**src/hw/rtl/sbox_chain_password_hash_top_defines.svh**
```systemverilog
// assertion macros shared by the hash block rtl
// no dependencies; included by files that carry concurrent checks
`ifndef SBOX_CHAIN_PASSWORD_HASH_TOP_DEFINES_SVH
`define SBOX_CHAIN_PASSWORD_HASH_TOP_DEFINES_SVH

// same-cycle implication
`define SCH_ASSERT_IMP(lbl, clk, rst_n, ante, cons, msg) \
	lbl: assert property (@(posedge clk) disable iff (!rst_n) (ante) |-> (cons)) \
		else $error(msg);

// next-cycle implication
`define SCH_ASSERT_NXT(lbl, clk, rst_n, ante, cons, msg) \
	lbl: assert property (@(posedge clk) disable iff (!rst_n) (ante) |=> (cons)) \
		else $error(msg);

`endif

```
**src/hw/rtl/sch_pkg.sv**
```systemverilog
// shared constants, types and s-box table for the password hash block
// no dependencies; used by every rtl module of the block by scoped names
package sch_pkg;

	localparam int KEY_BYTES    = 16;
	localparam int ROW_BYTES    = 16;
	localparam int MATRIX_BYTES = 48;
	localparam int MIX_PASSES   = 18;

	localparam int CNT_W  = $clog2(KEY_BYTES + 1);
	localparam int IDX_W  = $clog2(ROW_BYTES);
	localparam int POS_W  = $clog2(MATRIX_BYTES + 1);
	localparam int PASS_W = $clog2(MIX_PASSES);

	// configuration register indexes
	localparam logic REG_TARGET_FIRST  = 1'b0;
	localparam logic REG_TARGET_SECOND = 1'b1;

	typedef enum logic [2:0] {
		ST_IDLE,
		ST_PAD,
		ST_LOAD,
		ST_MIX1,
		ST_RELOAD,
		ST_MIX2,
		ST_DONE
	} state_t;

	typedef struct packed {
		logic       push;       // input transfer
		logic       last;       // transfer closes the password
		logic [7:0] data;       // byte of the transfer
		logic       pad;        // shift one pad byte in
		logic       shift_out;  // shift one key byte out
		logic       clear;      // drop the key for the next password
	} key_ctl_t;

	typedef struct packed {
		logic load;    // row0 zero, row1/row2 key, checksum walk
		logic mix;     // one chained s-box xor step
		logic reload;  // row1 = checksum, row2 = row0 ^ checksum
	} mix_ctl_t;

	typedef struct packed {
		logic mix_last;  // final step of the last pass
	} mix_sts_t;

	localparam logic [7:0] SBOX [256] = '{
		8'hbd, 8'h56, 8'hea, 8'hf2, 8'ha2, 8'hf1, 8'hac, 8'h2a,
		8'hb0, 8'h93, 8'hd1, 8'h9c, 8'h1b, 8'h33, 8'hfd, 8'hd0,
		8'h30, 8'h04, 8'hb6, 8'hdc, 8'h7d, 8'hdf, 8'h32, 8'h4b,
		8'hf7, 8'hcb, 8'h45, 8'h9b, 8'h31, 8'hbb, 8'h21, 8'h5a,
		8'h41, 8'h9f, 8'he1, 8'hd9, 8'h4a, 8'h4d, 8'h9e, 8'hda,
		8'ha0, 8'h68, 8'h2c, 8'hc3, 8'h27, 8'h5f, 8'h80, 8'h36,
		8'h3e, 8'hee, 8'hfb, 8'h95, 8'h1a, 8'hfe, 8'hce, 8'ha8,
		8'h34, 8'ha9, 8'h13, 8'hf0, 8'ha6, 8'h3f, 8'hd8, 8'h0c,
		8'h78, 8'h24, 8'haf, 8'h23, 8'h52, 8'hc1, 8'h67, 8'h17,
		8'hf5, 8'h66, 8'h90, 8'he7, 8'he8, 8'h07, 8'hb8, 8'h60,
		8'h48, 8'he6, 8'h1e, 8'h53, 8'hf3, 8'h92, 8'ha4, 8'h72,
		8'h8c, 8'h08, 8'h15, 8'h6e, 8'h86, 8'h00, 8'h84, 8'hfa,
		8'hf4, 8'h7f, 8'h8a, 8'h42, 8'h19, 8'hf6, 8'hdb, 8'hcd,
		8'h14, 8'h8d, 8'h50, 8'h12, 8'hba, 8'h3c, 8'h06, 8'h4e,
		8'hec, 8'hb3, 8'h35, 8'h11, 8'ha1, 8'h88, 8'h8e, 8'h2b,
		8'h94, 8'h99, 8'hb7, 8'h71, 8'h74, 8'hd3, 8'he4, 8'hbf,
		8'h3a, 8'hde, 8'h96, 8'h0e, 8'hbc, 8'h0a, 8'hed, 8'h77,
		8'hfc, 8'h37, 8'h6b, 8'h03, 8'h79, 8'h89, 8'h62, 8'hc6,
		8'hd7, 8'hc0, 8'hd2, 8'h7c, 8'h6a, 8'h8b, 8'h22, 8'ha3,
		8'h5b, 8'h05, 8'h5d, 8'h02, 8'h75, 8'hd5, 8'h61, 8'he3,
		8'h18, 8'h8f, 8'h55, 8'h51, 8'had, 8'h1f, 8'h0b, 8'h5e,
		8'h85, 8'he5, 8'hc2, 8'h57, 8'h63, 8'hca, 8'h3d, 8'h6c,
		8'hb4, 8'hc5, 8'hcc, 8'h70, 8'hb2, 8'h91, 8'h59, 8'h0d,
		8'h47, 8'h20, 8'hc8, 8'h4f, 8'h58, 8'he0, 8'h01, 8'he2,
		8'h16, 8'h38, 8'hc4, 8'h6f, 8'h3b, 8'h0f, 8'h65, 8'h46,
		8'hbe, 8'h7e, 8'h2d, 8'h7b, 8'h82, 8'hf9, 8'h40, 8'hb5,
		8'h1d, 8'h73, 8'hf8, 8'heb, 8'h26, 8'hc7, 8'h87, 8'h97,
		8'h25, 8'h54, 8'hb1, 8'h28, 8'haa, 8'h98, 8'h9d, 8'ha5,
		8'h64, 8'h6d, 8'h7a, 8'hd4, 8'h10, 8'h81, 8'h44, 8'hef,
		8'h49, 8'hd6, 8'hae, 8'h2e, 8'hdd, 8'h76, 8'h5c, 8'h2f,
		8'ha7, 8'h1c, 8'hc9, 8'h09, 8'h69, 8'h9a, 8'h83, 8'hcf,
		8'h29, 8'h39, 8'hb9, 8'he9, 8'h4c, 8'hff, 8'h43, 8'hab
	};

endpackage

```
**src/hw/rtl/sch_key_buf.sv**
```systemverilog
// key byte shift register: collects password bytes, pads, shifts key out
// depends on sch_pkg
module sch_key_buf (
	input  logic              clk,
	input  logic              arst_n,
	input  sch_pkg::key_ctl_t ctl,
	output logic              key_full,
	output logic [7:0]        key_head
);

	logic [7:0]              key_q [sch_pkg::KEY_BYTES];
	logic [sch_pkg::CNT_W-1:0] count_q;
	logic [sch_pkg::CNT_W-1:0] count_after;
	logic [sch_pkg::CNT_W-1:0] pad_q;
	logic                    ended_q;
	logic                    store_en;
	logic                    shift_en;
	logic [7:0]              shift_in;

	assign key_full = (count_q == sch_pkg::CNT_W'(sch_pkg::KEY_BYTES));
	assign key_head = key_q[0];

	assign store_en = ctl.push && !ended_q && (ctl.data != 8'h00) &&
		(count_q < sch_pkg::CNT_W'(sch_pkg::KEY_BYTES));
	assign count_after = count_q + sch_pkg::CNT_W'(store_en);

	always_comb begin
		shift_en = store_en || ctl.pad || ctl.shift_out;
		if (store_en) begin
			shift_in = ctl.data;
		end else if (ctl.pad) begin
			shift_in = 8'(pad_q);
		end else begin
			shift_in = 8'h00;
		end
	end

	// new bytes enter at the tail; after sixteen shifts byte 0 is at the head
	always_ff @(posedge clk) begin
		if (shift_en) begin
			for (int i = 0; i < sch_pkg::KEY_BYTES - 1; i++) begin
				key_q[i] <= key_q[i+1];
			end
			key_q[sch_pkg::KEY_BYTES-1] <= shift_in;
		end
	end

	always_ff @(posedge clk) begin
		if (ctl.push && ctl.last) begin
			pad_q <= sch_pkg::CNT_W'(sch_pkg::KEY_BYTES) - count_after;
		end
	end

	always_ff @(posedge clk or negedge arst_n) begin
		if (!arst_n) begin
			count_q <= '0;
			ended_q <= 1'b0;
		end else if (ctl.clear) begin
			count_q <= '0;
			ended_q <= 1'b0;
		end else begin
			if (store_en || ctl.pad) begin
				count_q <= count_q + sch_pkg::CNT_W'(1);
			end
			if (ctl.push && !ended_q && ctl.data == 8'h00) begin
				ended_q <= 1'b1;
			end
		end
	end

endmodule

```
**src/hw/rtl/sch_mix_core.sv**
```systemverilog
// 48-byte work matrix as three chained row shift registers, checksum row
// and the byte-serial chained s-box xor mixer; depends on sch_pkg
module sch_mix_core (
	input  logic              clk,
	input  logic              arst_n,
	input  sch_pkg::mix_ctl_t ctl,
	input  logic [7:0]        key_byte,
	output sch_pkg::mix_sts_t sts,
	output logic [127:0]      row0       // byte 0 in bits 127:120
);

	localparam int RB = sch_pkg::ROW_BYTES;

	logic [7:0] r0_q [RB];
	logic [7:0] r1_q [RB];
	logic [7:0] r2_q [RB];
	logic [7:0] cs_q [RB];
	logic [7:0] ck_prev_q;
	logic [7:0] prev_q;
	logic [sch_pkg::POS_W-1:0]  pos_q;
	logic [sch_pkg::PASS_W-1:0] pass_q;

	logic [sch_pkg::POS_W-1:0] down;
	logic [7:0] mix_idx;
	logic [7:0] mix_new;
	logic [7:0] ck_new;
	logic       pos_wrap;
	logic       pass_wrap;

	// byte at the head of row0 is the position being processed
	assign down     = sch_pkg::POS_W'(sch_pkg::MATRIX_BYTES) - pos_q;
	assign mix_idx  = 8'(down) + prev_q;
	assign mix_new  = r0_q[0] ^ sch_pkg::SBOX[mix_idx];
	assign ck_new   = sch_pkg::SBOX[key_byte ^ ck_prev_q];

	assign pos_wrap  = (pos_q == sch_pkg::POS_W'(sch_pkg::MATRIX_BYTES - 1));
	assign pass_wrap = (pass_q == sch_pkg::PASS_W'(sch_pkg::MIX_PASSES - 1));
	assign sts.mix_last = ctl.mix && pos_wrap && pass_wrap;

	always_comb begin
		for (int i = 0; i < RB; i++) begin
			row0[127 - 8*i -: 8] = r0_q[i];
		end
	end

	always_ff @(posedge clk) begin
		if (ctl.mix) begin
			for (int i = 0; i < RB - 1; i++) begin
				r0_q[i] <= r0_q[i+1];
				r1_q[i] <= r1_q[i+1];
				r2_q[i] <= r2_q[i+1];
			end
			r0_q[RB-1] <= r1_q[0];
			r1_q[RB-1] <= r2_q[0];
			r2_q[RB-1] <= mix_new;
		end else if (ctl.load) begin
			for (int i = 0; i < RB - 1; i++) begin
				r0_q[i] <= r0_q[i+1];
				r1_q[i] <= r1_q[i+1];
				r2_q[i] <= r2_q[i+1];
				cs_q[i] <= cs_q[i+1];
			end
			r0_q[RB-1] <= 8'h00;
			r1_q[RB-1] <= key_byte;
			r2_q[RB-1] <= key_byte;
			cs_q[RB-1] <= ck_new;
		end else if (ctl.reload) begin
			// row0 and checksum rotate so both are intact afterwards
			for (int i = 0; i < RB - 1; i++) begin
				r0_q[i] <= r0_q[i+1];
				r1_q[i] <= r1_q[i+1];
				r2_q[i] <= r2_q[i+1];
				cs_q[i] <= cs_q[i+1];
			end
			r0_q[RB-1] <= r0_q[0];
			r1_q[RB-1] <= cs_q[0];
			r2_q[RB-1] <= r0_q[0] ^ cs_q[0];
			cs_q[RB-1] <= cs_q[0];
		end
	end

	always_ff @(posedge clk or negedge arst_n) begin
		if (!arst_n) begin
			ck_prev_q <= '0;
			prev_q    <= '0;
			pos_q     <= '0;
			pass_q    <= '0;
		end else begin
			ck_prev_q <= ctl.load ? ck_new : 8'h00;
			if (ctl.mix) begin
				prev_q <= mix_new;
				if (pos_wrap) begin
					pos_q  <= '0;
					pass_q <= pass_wrap ? '0 : pass_q + sch_pkg::PASS_W'(1);
				end else begin
					pos_q <= pos_q + sch_pkg::POS_W'(1);
				end
			end else begin
				prev_q <= '0;
				pos_q  <= '0;
				pass_q <= '0;
			end
		end
	end

endmodule

```
**src/hw/rtl/sbox_chain_password_hash_top.sv**
```systemverilog
// Password hash over a fixed 256-entry s-box. Password bytes enter one per
// transfer (tdata = byte, tlast = last byte of the password); a zero byte ends
// the key and at most 16 bytes are kept. After the transfer marked last the
// block stops taking input and works one matrix byte per cycle: padding (one
// pad byte per missing key byte, then a check that sees the key full), a sweep
// that loads the matrix and checksum, a mix (18 passes of 48 dependent s-box
// steps), a sweep that reloads the rows, a second mix and a hand-off, paced by
// the single byte-wide s-box chain; the hand-off waits while the previous
// result is still held unaccepted.
// The result holds the hash (bytes 0..7 in tdata[63:0], bytes 8..15 in
// tdata[127:64], byte 0 / byte 8 in the top bits of each half) and tuser[0]
// set when both halves equal the target registers; an output register holds
// it while the next password's bytes are taken.
// depends on sch_pkg, sch_key_buf, sch_mix_core and the assertion header
`include "sbox_chain_password_hash_top_defines.svh"

module sbox_chain_password_hash_top (
	input  logic         clk,
	input  logic         arst_n,
	input  logic         s_tvalid,
	output logic         s_tready,
	input  logic [7:0]   s_tdata,   // [7:0] key_byte
	input  logic         s_tlast,   // last_byte
	output logic         m_tvalid,
	input  logic         m_tready,
	output logic [127:0] m_tdata,   // [63:0] hash_first_half, [127:64] hash_second_half
	output logic [0:0]   m_tuser,   // [0] hash_match
	input  logic         cfg_we,
	input  logic         cfg_index,
	input  logic [63:0]  cfg_data
);

	sch_pkg::state_t   state_q, state_d;
	sch_pkg::key_ctl_t key_ctl;
	sch_pkg::mix_ctl_t mix_ctl;
	sch_pkg::mix_sts_t mix_sts;

	logic [sch_pkg::IDX_W-1:0] cnt_q;
	logic                      cnt_last;
	logic                      key_full;
	logic [7:0]                key_head;
	logic [127:0]              row0;
	logic [63:0]               target_first_q;
	logic [63:0]               target_second_q;
	logic                      in_xfer;
	logic                      out_free;
	logic                      out_load;
	logic                      m_tvalid_q;
	logic [127:0]              m_tdata_q;
	logic                      m_match_q;

	sch_key_buf u_key_buf (
		.clk      (clk),
		.arst_n   (arst_n),
		.ctl      (key_ctl),
		.key_full (key_full),
		.key_head (key_head)
	);

	sch_mix_core u_mix_core (
		.clk      (clk),
		.arst_n   (arst_n),
		.ctl      (mix_ctl),
		.key_byte (key_head),
		.sts      (mix_sts),
		.row0     (row0)
	);

	assign s_tready = (state_q == sch_pkg::ST_IDLE);
	assign in_xfer  = s_tvalid && s_tready;
	assign out_free = !m_tvalid_q || m_tready;
	assign cnt_last = (cnt_q == sch_pkg::IDX_W'(sch_pkg::ROW_BYTES - 1));

	assign m_tvalid   = m_tvalid_q;
	assign m_tdata    = m_tdata_q;
	assign m_tuser[0] = m_match_q;

	always_ff @(posedge clk or negedge arst_n) begin
		if (!arst_n) begin
			state_q <= sch_pkg::ST_IDLE;
		end else begin
			state_q <= state_d;
		end
	end

	always_comb begin
		state_d            = state_q;
		out_load           = 1'b0;
		key_ctl.push       = in_xfer;
		key_ctl.last       = s_tlast;
		key_ctl.data       = s_tdata;
		key_ctl.pad        = 1'b0;
		key_ctl.shift_out  = 1'b0;
		key_ctl.clear      = 1'b0;
		mix_ctl.load       = 1'b0;
		mix_ctl.mix        = 1'b0;
		mix_ctl.reload     = 1'b0;
		unique case (state_q)
			sch_pkg::ST_IDLE: begin
				if (in_xfer && s_tlast) begin
					state_d = sch_pkg::ST_PAD;
				end
			end
			sch_pkg::ST_PAD: begin
				if (key_full) begin
					state_d = sch_pkg::ST_LOAD;
				end else begin
					key_ctl.pad = 1'b1;
				end
			end
			sch_pkg::ST_LOAD: begin
				key_ctl.shift_out = 1'b1;
				mix_ctl.load      = 1'b1;
				if (cnt_last) begin
					state_d = sch_pkg::ST_MIX1;
				end
			end
			sch_pkg::ST_MIX1: begin
				mix_ctl.mix = 1'b1;
				if (mix_sts.mix_last) begin
					state_d = sch_pkg::ST_RELOAD;
				end
			end
			sch_pkg::ST_RELOAD: begin
				mix_ctl.reload = 1'b1;
				if (cnt_last) begin
					state_d = sch_pkg::ST_MIX2;
				end
			end
			sch_pkg::ST_MIX2: begin
				mix_ctl.mix = 1'b1;
				if (mix_sts.mix_last) begin
					state_d = sch_pkg::ST_DONE;
				end
			end
			sch_pkg::ST_DONE: begin
				if (out_free) begin
					out_load      = 1'b1;
					key_ctl.clear = 1'b1;
					state_d       = sch_pkg::ST_IDLE;
				end
			end
			default: begin
				state_d = sch_pkg::ST_IDLE;
			end
		endcase
	end

	// row counter for the load and reload sweeps
	always_ff @(posedge clk or negedge arst_n) begin
		if (!arst_n) begin
			cnt_q <= '0;
		end else if (state_q == sch_pkg::ST_LOAD || state_q == sch_pkg::ST_RELOAD) begin
			cnt_q <= cnt_q + sch_pkg::IDX_W'(1);
		end else begin
			cnt_q <= '0;
		end
	end

	always_ff @(posedge clk or negedge arst_n) begin
		if (!arst_n) begin
			target_first_q  <= '0;
			target_second_q <= '0;
		end else if (cfg_we) begin
			unique case (cfg_index)
				sch_pkg::REG_TARGET_FIRST:  target_first_q  <= cfg_data;
				sch_pkg::REG_TARGET_SECOND: target_second_q <= cfg_data;
				default: ;
			endcase
		end
	end

	always_ff @(posedge clk or negedge arst_n) begin
		if (!arst_n) begin
			m_tvalid_q <= 1'b0;
		end else if (out_load) begin
			m_tvalid_q <= 1'b1;
		end else if (m_tready) begin
			m_tvalid_q <= 1'b0;
		end
	end

	always_ff @(posedge clk) begin
		if (out_load) begin
			m_tdata_q <= {row0[63:0], row0[127:64]};
			m_match_q <= (row0[127:64] == target_first_q) &&
				(row0[63:0] == target_second_q);
		end
	end

	`SCH_ASSERT_NXT(a_last_starts_pad, clk, arst_n, in_xfer && s_tlast,
		state_q == sch_pkg::ST_PAD, "last transfer did not start padding")
	`SCH_ASSERT_NXT(a_load_to_mix, clk, arst_n, state_q == sch_pkg::ST_LOAD && cnt_last,
		state_q == sch_pkg::ST_MIX1, "load sweep did not hand over to the mix")
	`SCH_ASSERT_NXT(a_mix2_done, clk, arst_n, state_q == sch_pkg::ST_MIX2 && mix_sts.mix_last,
		state_q == sch_pkg::ST_DONE, "second mix end missed")
	`SCH_ASSERT_NXT(a_done_emits, clk, arst_n, state_q == sch_pkg::ST_DONE && out_free,
		m_tvalid && state_q == sch_pkg::ST_IDLE, "finished hash not presented")
	`SCH_ASSERT_IMP(a_mix_only_in_mix, clk, arst_n, mix_sts.mix_last,
		state_q == sch_pkg::ST_MIX1 || state_q == sch_pkg::ST_MIX2,
		"mix counter ran outside a mix phase")

endmodule

```
**config.mk**
```make
export PLATFORM = sky130hd
export DESIGN_NAME = sbox_chain_password_hash_top
export DESIGN_NICKNAME = d
export VERILOG_FILES = /design/src/hw/rtl/sch_pkg.sv /design/src/hw/rtl/sch_key_buf.sv /design/src/hw/rtl/sch_mix_core.sv /design/src/hw/rtl/sbox_chain_password_hash_top.sv
export VERILOG_INCLUDE_DIRS = /design/src /design/src/hw/rtl
export SDC_FILE = /design/constraint.sdc
export NUM_CORES = 1
export LEC_CHECK = 0
export ABC_AREA = 1
export ABC_CLOCK_PERIOD_IN_PS = 11760
export BUFFER_PORTS_ARGS = -buffer_cell sky130_fd_sc_hd__buf_2
export CORE_ASPECT_RATIO = 0.75
export CORE_MARGIN = 2
export CORE_UTILIZATION = 36
export DETAILED_ROUTE_END_ITERATION = 6
export SYNTH_ARGS = -nofsm -noshare
export SYNTH_HDL_FRONTEND = slang
export SYNTH_SLANG_ARGS = --single-unit
```
**constraint.sdc**
```tcl
create_clock -name clk -period 11.76 [get_ports clk]
set_clock_uncertainty 0.2 [all_clocks]
set_input_delay 1.176 -clock clk [delete_from_list [all_inputs] [get_ports clk]]
set_output_delay 1.176 -clock clk [all_outputs]
set_load 0.03 [all_outputs]
```
==> flow_summary.ini, run 1 <==
[worst_setup_path]
reg2reg_from = u_mix_core.pos_q[0]
critPathKind = flop to flop
crit_arrival_ps = 5300
worstRegToRegCells = 18
crit_path_start_kind = flop
path_common_cell = nand3_1
path_cells = inv_1, ha_1, fa_1, inv_1, ha_1, nand3_1, nand2_1, nand3_1, nand2_1, nand2_1, nand3_1, nand3_1, nand3_1, nand3_1, nand3_1, nand2_1, nand2_1, nand2_1
regToRegSetupSlack_ps = 6660
end_kind = flop
regToRegEndpoint = u_mix_core.r2_q[0][120]
worst-path-max-fanout = 12
max_stage_delay_ps = 960
critPathRequiredTime_ps = 11970
crit_slowest_cell = fa_1

[grt]
grt_max_degree = 169
grt-ovfl-total = 0
grt_usage_pct = 19.2
antenna_found_initial = 6
grt_first_pass_wirelength_um = 162000
grt_pass1_vias = 24400

[hold_path]
holdPathEnd = u_mix_core.r2_q[0][6]
hold_depth = 0
hp-start = u_mix_core.r2_q[0][14]
hold_class = flop to flop

[logic_synthesis]
syn-instance-count = 3296
ys_seq_elements = 943
syn_nets = 3451
synth.top_cell.area_share_pct = 59.2
synth_edf_count = 774
yosysWarnings = 0
ys_top_cells_by_area = edfxtp_1 59%, dfrtp_1 11%, nand2_1 7.3%
synth_largest_area_cell = edfxtp_1
netlist_area_mm2 = 0.0393
synth_async_sr_flop_share_pct = 17.9
yosys_most_used_dff = edfxtp_1
avgSynthCellArea_um2 = 11.9
ys_types = 52
yosysSeqAreaShare_pct = 70.0

[place]
gp_congestion = 0.974
hpwl_um = 73900
io_buffers = 209
placed_area_mm2 = 0.0419

[outcome]
outcome = completed

[sta]
tightest_slew_ps = 1160
min_period_ps = 5100
hold_viol_final = 0
max_freq_mhz = 196
setup_violations = 0
hold_slack_ps = 199
slew_violations = 0
rsz0062_at_grt = false
finalSetupTns_ps = 0
min_period_over_period_pct = 43.3
slew_headroom_pct = 22.6

[finish]
design_area_mm2 = 0.0447
fin_util_pct = 41.5
fin_nets = 3651
layout-drive-gt1-share_pct = 11.5
syn_to_final_growth_pct = 13.9

[die]
start_util_pct = 36.4
die_width_um = 385
die_y_um = 290
core_area_mm2 = 0.108
die-area_mm2 = 0.112
num_io_pins = 210
rows = 104

[clocking]
clock_latency_ps = 680
post_cts_buffers = 0
cts.sinks = 943
ctsHoldBuffers = 0
numCtsBuffers = 87
path_clk_slew_ps = 60
root_buffer = clkbuf_16
htreeDepth = 3
cts_tree = done
cts.path.max_buffers = 3
ctsResizeCount = 0

[drt]
firstDrtPassIters = 6
drt-initial-drc-count = 3254
dr_total_vias = 25800
vias_per_cell = 5.16
routedWlPerCell_um = 21.7
wl_um = 108000
post-route-drc-count = 0
final_antenna_net_count = 0

[flow_run]
maxCapViolations = 0

[power_and_ir_drop]
ir_drop_uv = 142
power.total_mw = 6.60
p_leak_nw = 17.9
power_density_mw_per_mm2 = 148
-- where the power goes --
part	internal [mW]	switching (mW)	leakage, nW
clock	1.55	1.22	1.37
combinational	0.0711	0.0889	7.07
sequential	3.62	0.0417	9.48
total	5.25	1.35	17.9
-- cell type report --
cell class                 count  area, um2
fill                       10200      63000
sequential                   943      27500
multi-input combinational   1943      10200
clock buffer                 115       2340
tap                         1431       1790
timing repair buffer         247       1350
inverter                     274       1030
clock inverter                48        494
antenna                        4       10.0
-- stage by stage --
step                instances  setup WS [ps]
floorplan                3296            575
global placement         4838           6870
detailed placement       4838           6770
CTS                      5001           6770
global route             5005           6430
finish                   5005           6660
-- worst max-delay path by stage --
stage | startpoint | to | slack, ps | cells past startpoint
after global placement | u_mix_core.pos_q[0] | u_mix_core.r2_q[0][120] | 6870 | 18
final | u_mix_core.pos_q[0] | u_mix_core.r2_q[0][120] | 6660 | 18
after floorplan | state_q[2] | u_mix_core.r1_q[1][58] | 570 | 8
after detailed placement | u_mix_core.pos_q[0] | u_mix_core.r2_q[0][120] | 6770 | 18
after CTS | u_mix_core.pos_q[0] | u_mix_core.r2_q[0][120] | 6770 | 18
after global routing | u_mix_core.pos_q[0] | u_mix_core.r2_q[0][120] | 6430 | 18
-- metal layers --
metal	up-vias	part of all wire, %	global-route usage (%)
met5	-	0	0
met2	1122	42	27.0
li1	11900	-	-
met3	152	8.3	3.70
met4	0	2.0	4.71
met1	12700	48	30.3
-- critical path: cells and delay by family, from the launching register on --
| family | cells | cell delay (ps) |
|---|---|---|
| adders and majority gates | 3 | 1770 |
| and+or+nand+nor | 13 | 1970 |
| buffers and inverters | 2 | 450 |
| DFF | 1 | 440 |
-- cells in the mapped netlist (all sizes together), types with 4 or more instances --
library cell  count
inv             272
xnor2           104
o31ai             6
nor2            102
or2              11
a31oi            11
o2111ai          11
o211ai           30
o221ai            4
nor3             10
o311ai           10
xor2             30
buf              75
o22ai            12
nand2           771
clkbuf           61
ha               75
nand3           411
edfxtp          774
nor4             11
nand4            32
o21ai           233
dfrtp           169
a21oi            52
-- cells in the final DEF (no fill, tap or decap), types with 6 or more instances in the layout --
| cell | count |
|---|---|
| a21oi_1 | 51 |
| clkbuf_16 | 88 |
| bufinv_16 | 6 |
| xor2_1 | 25 |
| nand2_1 | 759 |
| nand3_2 | 6 |
| nand3_1 | 405 |
| o31ai_1 | 6 |
| ha_1 | 75 |
| clkbuf_1 | 23 |
| o2111ai_1 | 11 |
| buf_2 | 208 |
| inv_1 | 267 |
| o21ai_0 | 231 |
| edfxtp_1 | 774 |
| nor2_1 | 100 |
| a31oi_1 | 11 |
| nor3_1 | 10 |
| nor4_1 | 10 |
| nand4_1 | 32 |
| buf_4 | 37 |
| clkinv_1 | 23 |
| o22ai_1 | 12 |
| dfrtp_1 | 169 |
| nand2_2 | 8 |
| or2_2 | 11 |
| o311ai_0 | 8 |
| o211ai_1 | 30 |
| clkinv_2 | 11 |
| xnor2_1 | 102 |
-- flip-flops by register name (all words and copies together), names as in the netlist --
register / flops
u_mix_core.r2_q: 128
u_mix_core.pos_q: 6
u_mix_core.prev_q: 8
u_mix_core.r1_q: 128
u_mix_core.pass_q: 5
u_key_buf.pad_q: 5
u_mix_core.ck_prev_q: 8
u_mix_core.r0_q: 128
state_q: 3
u_key_buf.key_q: 128
target_second_q: 64
u_mix_core.cs_q: 128
m_tdata: 128
target_first_q: 64
u_key_buf.ended_q: 1
cnt_q: 4
m_tuser: 1
m_tvalid: 1
u_key_buf.count_q: 5
-- logic make-up (layout without fill, tap and decap cells) --
kind of cell	Yosys count	after routing	share of synthesized area [%]
other cells	0	4	0
flops	943	943	70.0
buf+inv	410	684	4.27
xor+xnor	134	134	3.03
simple gates	1354	1354	14.8
compound gates	378	378	5.44
fa+ha+maj	76	76	2.44
mux	1	1	0.0255
No activity file was read; power rests on OpenSTA's default activity.
==> run 2: changes to the inputs <==
--- a/config.mk
+++ b/config.mk
@@ -7,7 +7,7 @@
 export NUM_CORES = 1
 export LEC_CHECK = 0
 export ABC_AREA = 1
-export ABC_CLOCK_PERIOD_IN_PS = 11760
+export ABC_CLOCK_PERIOD_IN_PS = 4300
 export BUFFER_PORTS_ARGS = -buffer_cell sky130_fd_sc_hd__buf_2
 export CORE_ASPECT_RATIO = 0.75
 export CORE_MARGIN = 2
==> constraint.sdc (replaced) <==
create_clock -name clk -period 4.3 [get_ports clk]
set_clock_uncertainty 0.2 [all_clocks]
set_input_delay 0.43 -clock clk [delete_from_list [all_inputs] [get_ports clk]]
set_output_delay 0.43 -clock clk [all_outputs]
set_load 0.03 [all_outputs]
==> run 2 against run 1 <==
Net effect: worst hold slack worse by 170 ps; die area unchanged; worst setup slack lost 6400 ps; critical path type unchanged; critical endpoint is now u_mix_core.r2_q[0][122].
==> flow_summary.ini, run 2 (same netlist as run 1, synthesis figures left out) <==
[finish]
design_area_mm2 = 0.0466
final_cell_mix = 774 x edfxtp_1, 757 x nand2_1, 399 x nand3_1
layout-drive-gt1-share_pct = 14.7
fin_nets = 3849
final_common_cell = edfxtp_1
instances_no_fill = 5197
fin_util_pct = 43.3
syn_to_final_growth_pct = 18.7

[grt]
grt-ovfl-total = 0
grt_usage_pct = 19.6
antenna_found_initial = 0
grt_max_degree = 136
grt_first_pass_wirelength_um = 164000
grt_pass1_vias = 25500

[clocking]
cts.sinks = 943
cts_tree = done
clock_latency_ps = 660
root_buffer = clkbuf_16
path_clk_slew_ps = 60
cts.path.max_buffers = 3
htreeDepth = 3
numCtsBuffers = 86

[die]
die_y_um = 290
rows = 104
start_util_pct = 36.4
num_io_pins = 210
core_area_mm2 = 0.108
die-area_mm2 = 0.112
die_width_um = 385

[drt]
final_antenna_net_count = 0
drt-initial-drc-count = 3204
routedWlPerCell_um = 21.4
wl_um = 111000
post-route-drc-count = 0
dr_total_vias = 26600
firstDrtPassIters = 6
vias_per_cell = 5.13

[worst_setup_path]
critPathRequiredTime_ps = 4520
max_stage_delay_ps = 510
worst-path-max-fanout = 9
crit_path_start_kind = flop
path_cells = inv_1, ha_1, fa_1, inv_1, nand2_1, buf_4, nand3_2, nand2_1, inv_1, nand2_1, nand3_1, nand3_1, nand3_1, nand3_1, nand2_1, nand2_1, nand3_1, nand2_1, nand2_1, nand2_1
crit_slowest_cell = fa_1
critPathKind = flop to flop
path_common_cell = nand2_1
crit_arrival_ps = 4290
end_kind = flop

[sta]
max_freq_mhz = 245
slew_violations = 0
min_period_ps = 4080
hold_viol_final = 0
hold_slack_ps = 28.2
tightest_slew_ps = 1110
rsz0062_at_grt = false
min_period_over_period_pct = 94.8
setup_violations = 0
slew_headroom_pct = 25.7

[power_and_ir_drop]
seq_power_share_pct = 56.2
p_int_mw = 14.2
switching_share_pct = 20.6
power.total_mw = 17.9
power_density_mw_per_mm2 = 383
power.switching_mw = 3.69
ir_drop_uv = 371
p_clk_share_pct = 41.0
p_leak_nw = 18.9
combPwrFrac_pct = 2.8

[flow_run]
maxCapViolations = 0

[place]
dp.cells = 4960
placed_area_mm2 = 0.0431
gp_congestion = 1.03
hpwl_um = 77300
io_buffers = 209

[hold_path]
hold_class = input port to flop

[outcome]
outcome = completed
==> run 2: cell count changes in the layout (fill, tap and decap cells not counted), sizes merged, moves of 3 or more <==
cell         previous run  this run
inv                   274       277
buf                   247       371
clkbuf                115       128
bufinv                  6         1
clkinv                 40        25
dlygate4sd3             0        74
diode                   4         1
==> run 2: layer usage <==
layer	track usage [%]	vias to the layer above	share of wire [%]
met5	0	-	0
met4	6.42	0	3.0
met3	3.97	184	8.7
met2	27.9	1204	42
met1	29.7	13000	46
li1	-	12300	-
==> run 2: stage by stage <==
step | TNS [ps] | worst slack, ps
after global routing | 0 | 1.61
after floorplan | -53470 | -764
after CTS | 0 | 145
final | 0 | 224
after detailed placement | 0 | 146
after global placement | 0 | 211
==> run 2: worst max-delay path: cells and delay by family (launching register included) <==
| kind | cells | cell delay (ps) |
|---|---|---|
| buffers and inverters | 4 | 560 |
| adders and majority gates | 2 | 860 |
| and+or+nand+nor | 14 | 1820 |
| DFF | 1 | 380 |
==> run 2: timing repair <==
item	4_1_cts	5_1_grt
hold endpoints to repair	177	0
buffers inserted	0	3
gates resized for setup	0	6
hold buffers	74	0
setup endpoints to repair	0	7
==> run 2: power by group through the flow <==
stage	registers, mW	clock network, mW	logic, mW
2_1_floorplan	10.2	0	0.286
3_3_place_gp	10.2	0	0.442
3_5_place_dp	10.2	0	0.454
4_1_cts	10.0	7.53	0.511
5_1_grt	10.0	7.89	0.572
6_report	10.0	7.32	0.506
==> run 2: final timing paths <==
| kind | start | end | slack [ps] | cells after the start |
|---|---|---|---|---|
| setup / recovery | u_mix_core.pos_q[1] | u_mix_core.r2_q[0][122] | 220 | 20 |
| hold / removal | cfg_data[54] | target_first_q[54] | 30 | 3 |
| setup reg to reg | u_mix_core.pos_q[1] | u_mix_core.r2_q[0][122] | 220 | 20 |
| hold reg to reg | u_mix_core.r2_q[0][117] | u_mix_core.r2_q[0][109] | 190 | 0 |
| max in group asynchronous | arst_n | u_key_buf.count_q[4] | 2700 | 3 |
| min in group asynchronous | arst_n | target_first_q[34] | 60 | 2 |
==> run 2: final cells by class <==
| class | instances | area [um2] |
|---|---|---|
| Timing Repair Buffer | 446 | 3270 |
| Inverter | 274 | 1030 |
| Sequential cell | 943 | 27500 |
| Clock inverter | 32 | 297 |
| Fill cell | 10000 | 61100 |
| Multi-Input combinational cell | 1943 | 10300 |
| Antenna cell | 1 | 2.50 |
| Tap cell | 1431 | 1790 |
| Clock buffer | 127 | 2430 |
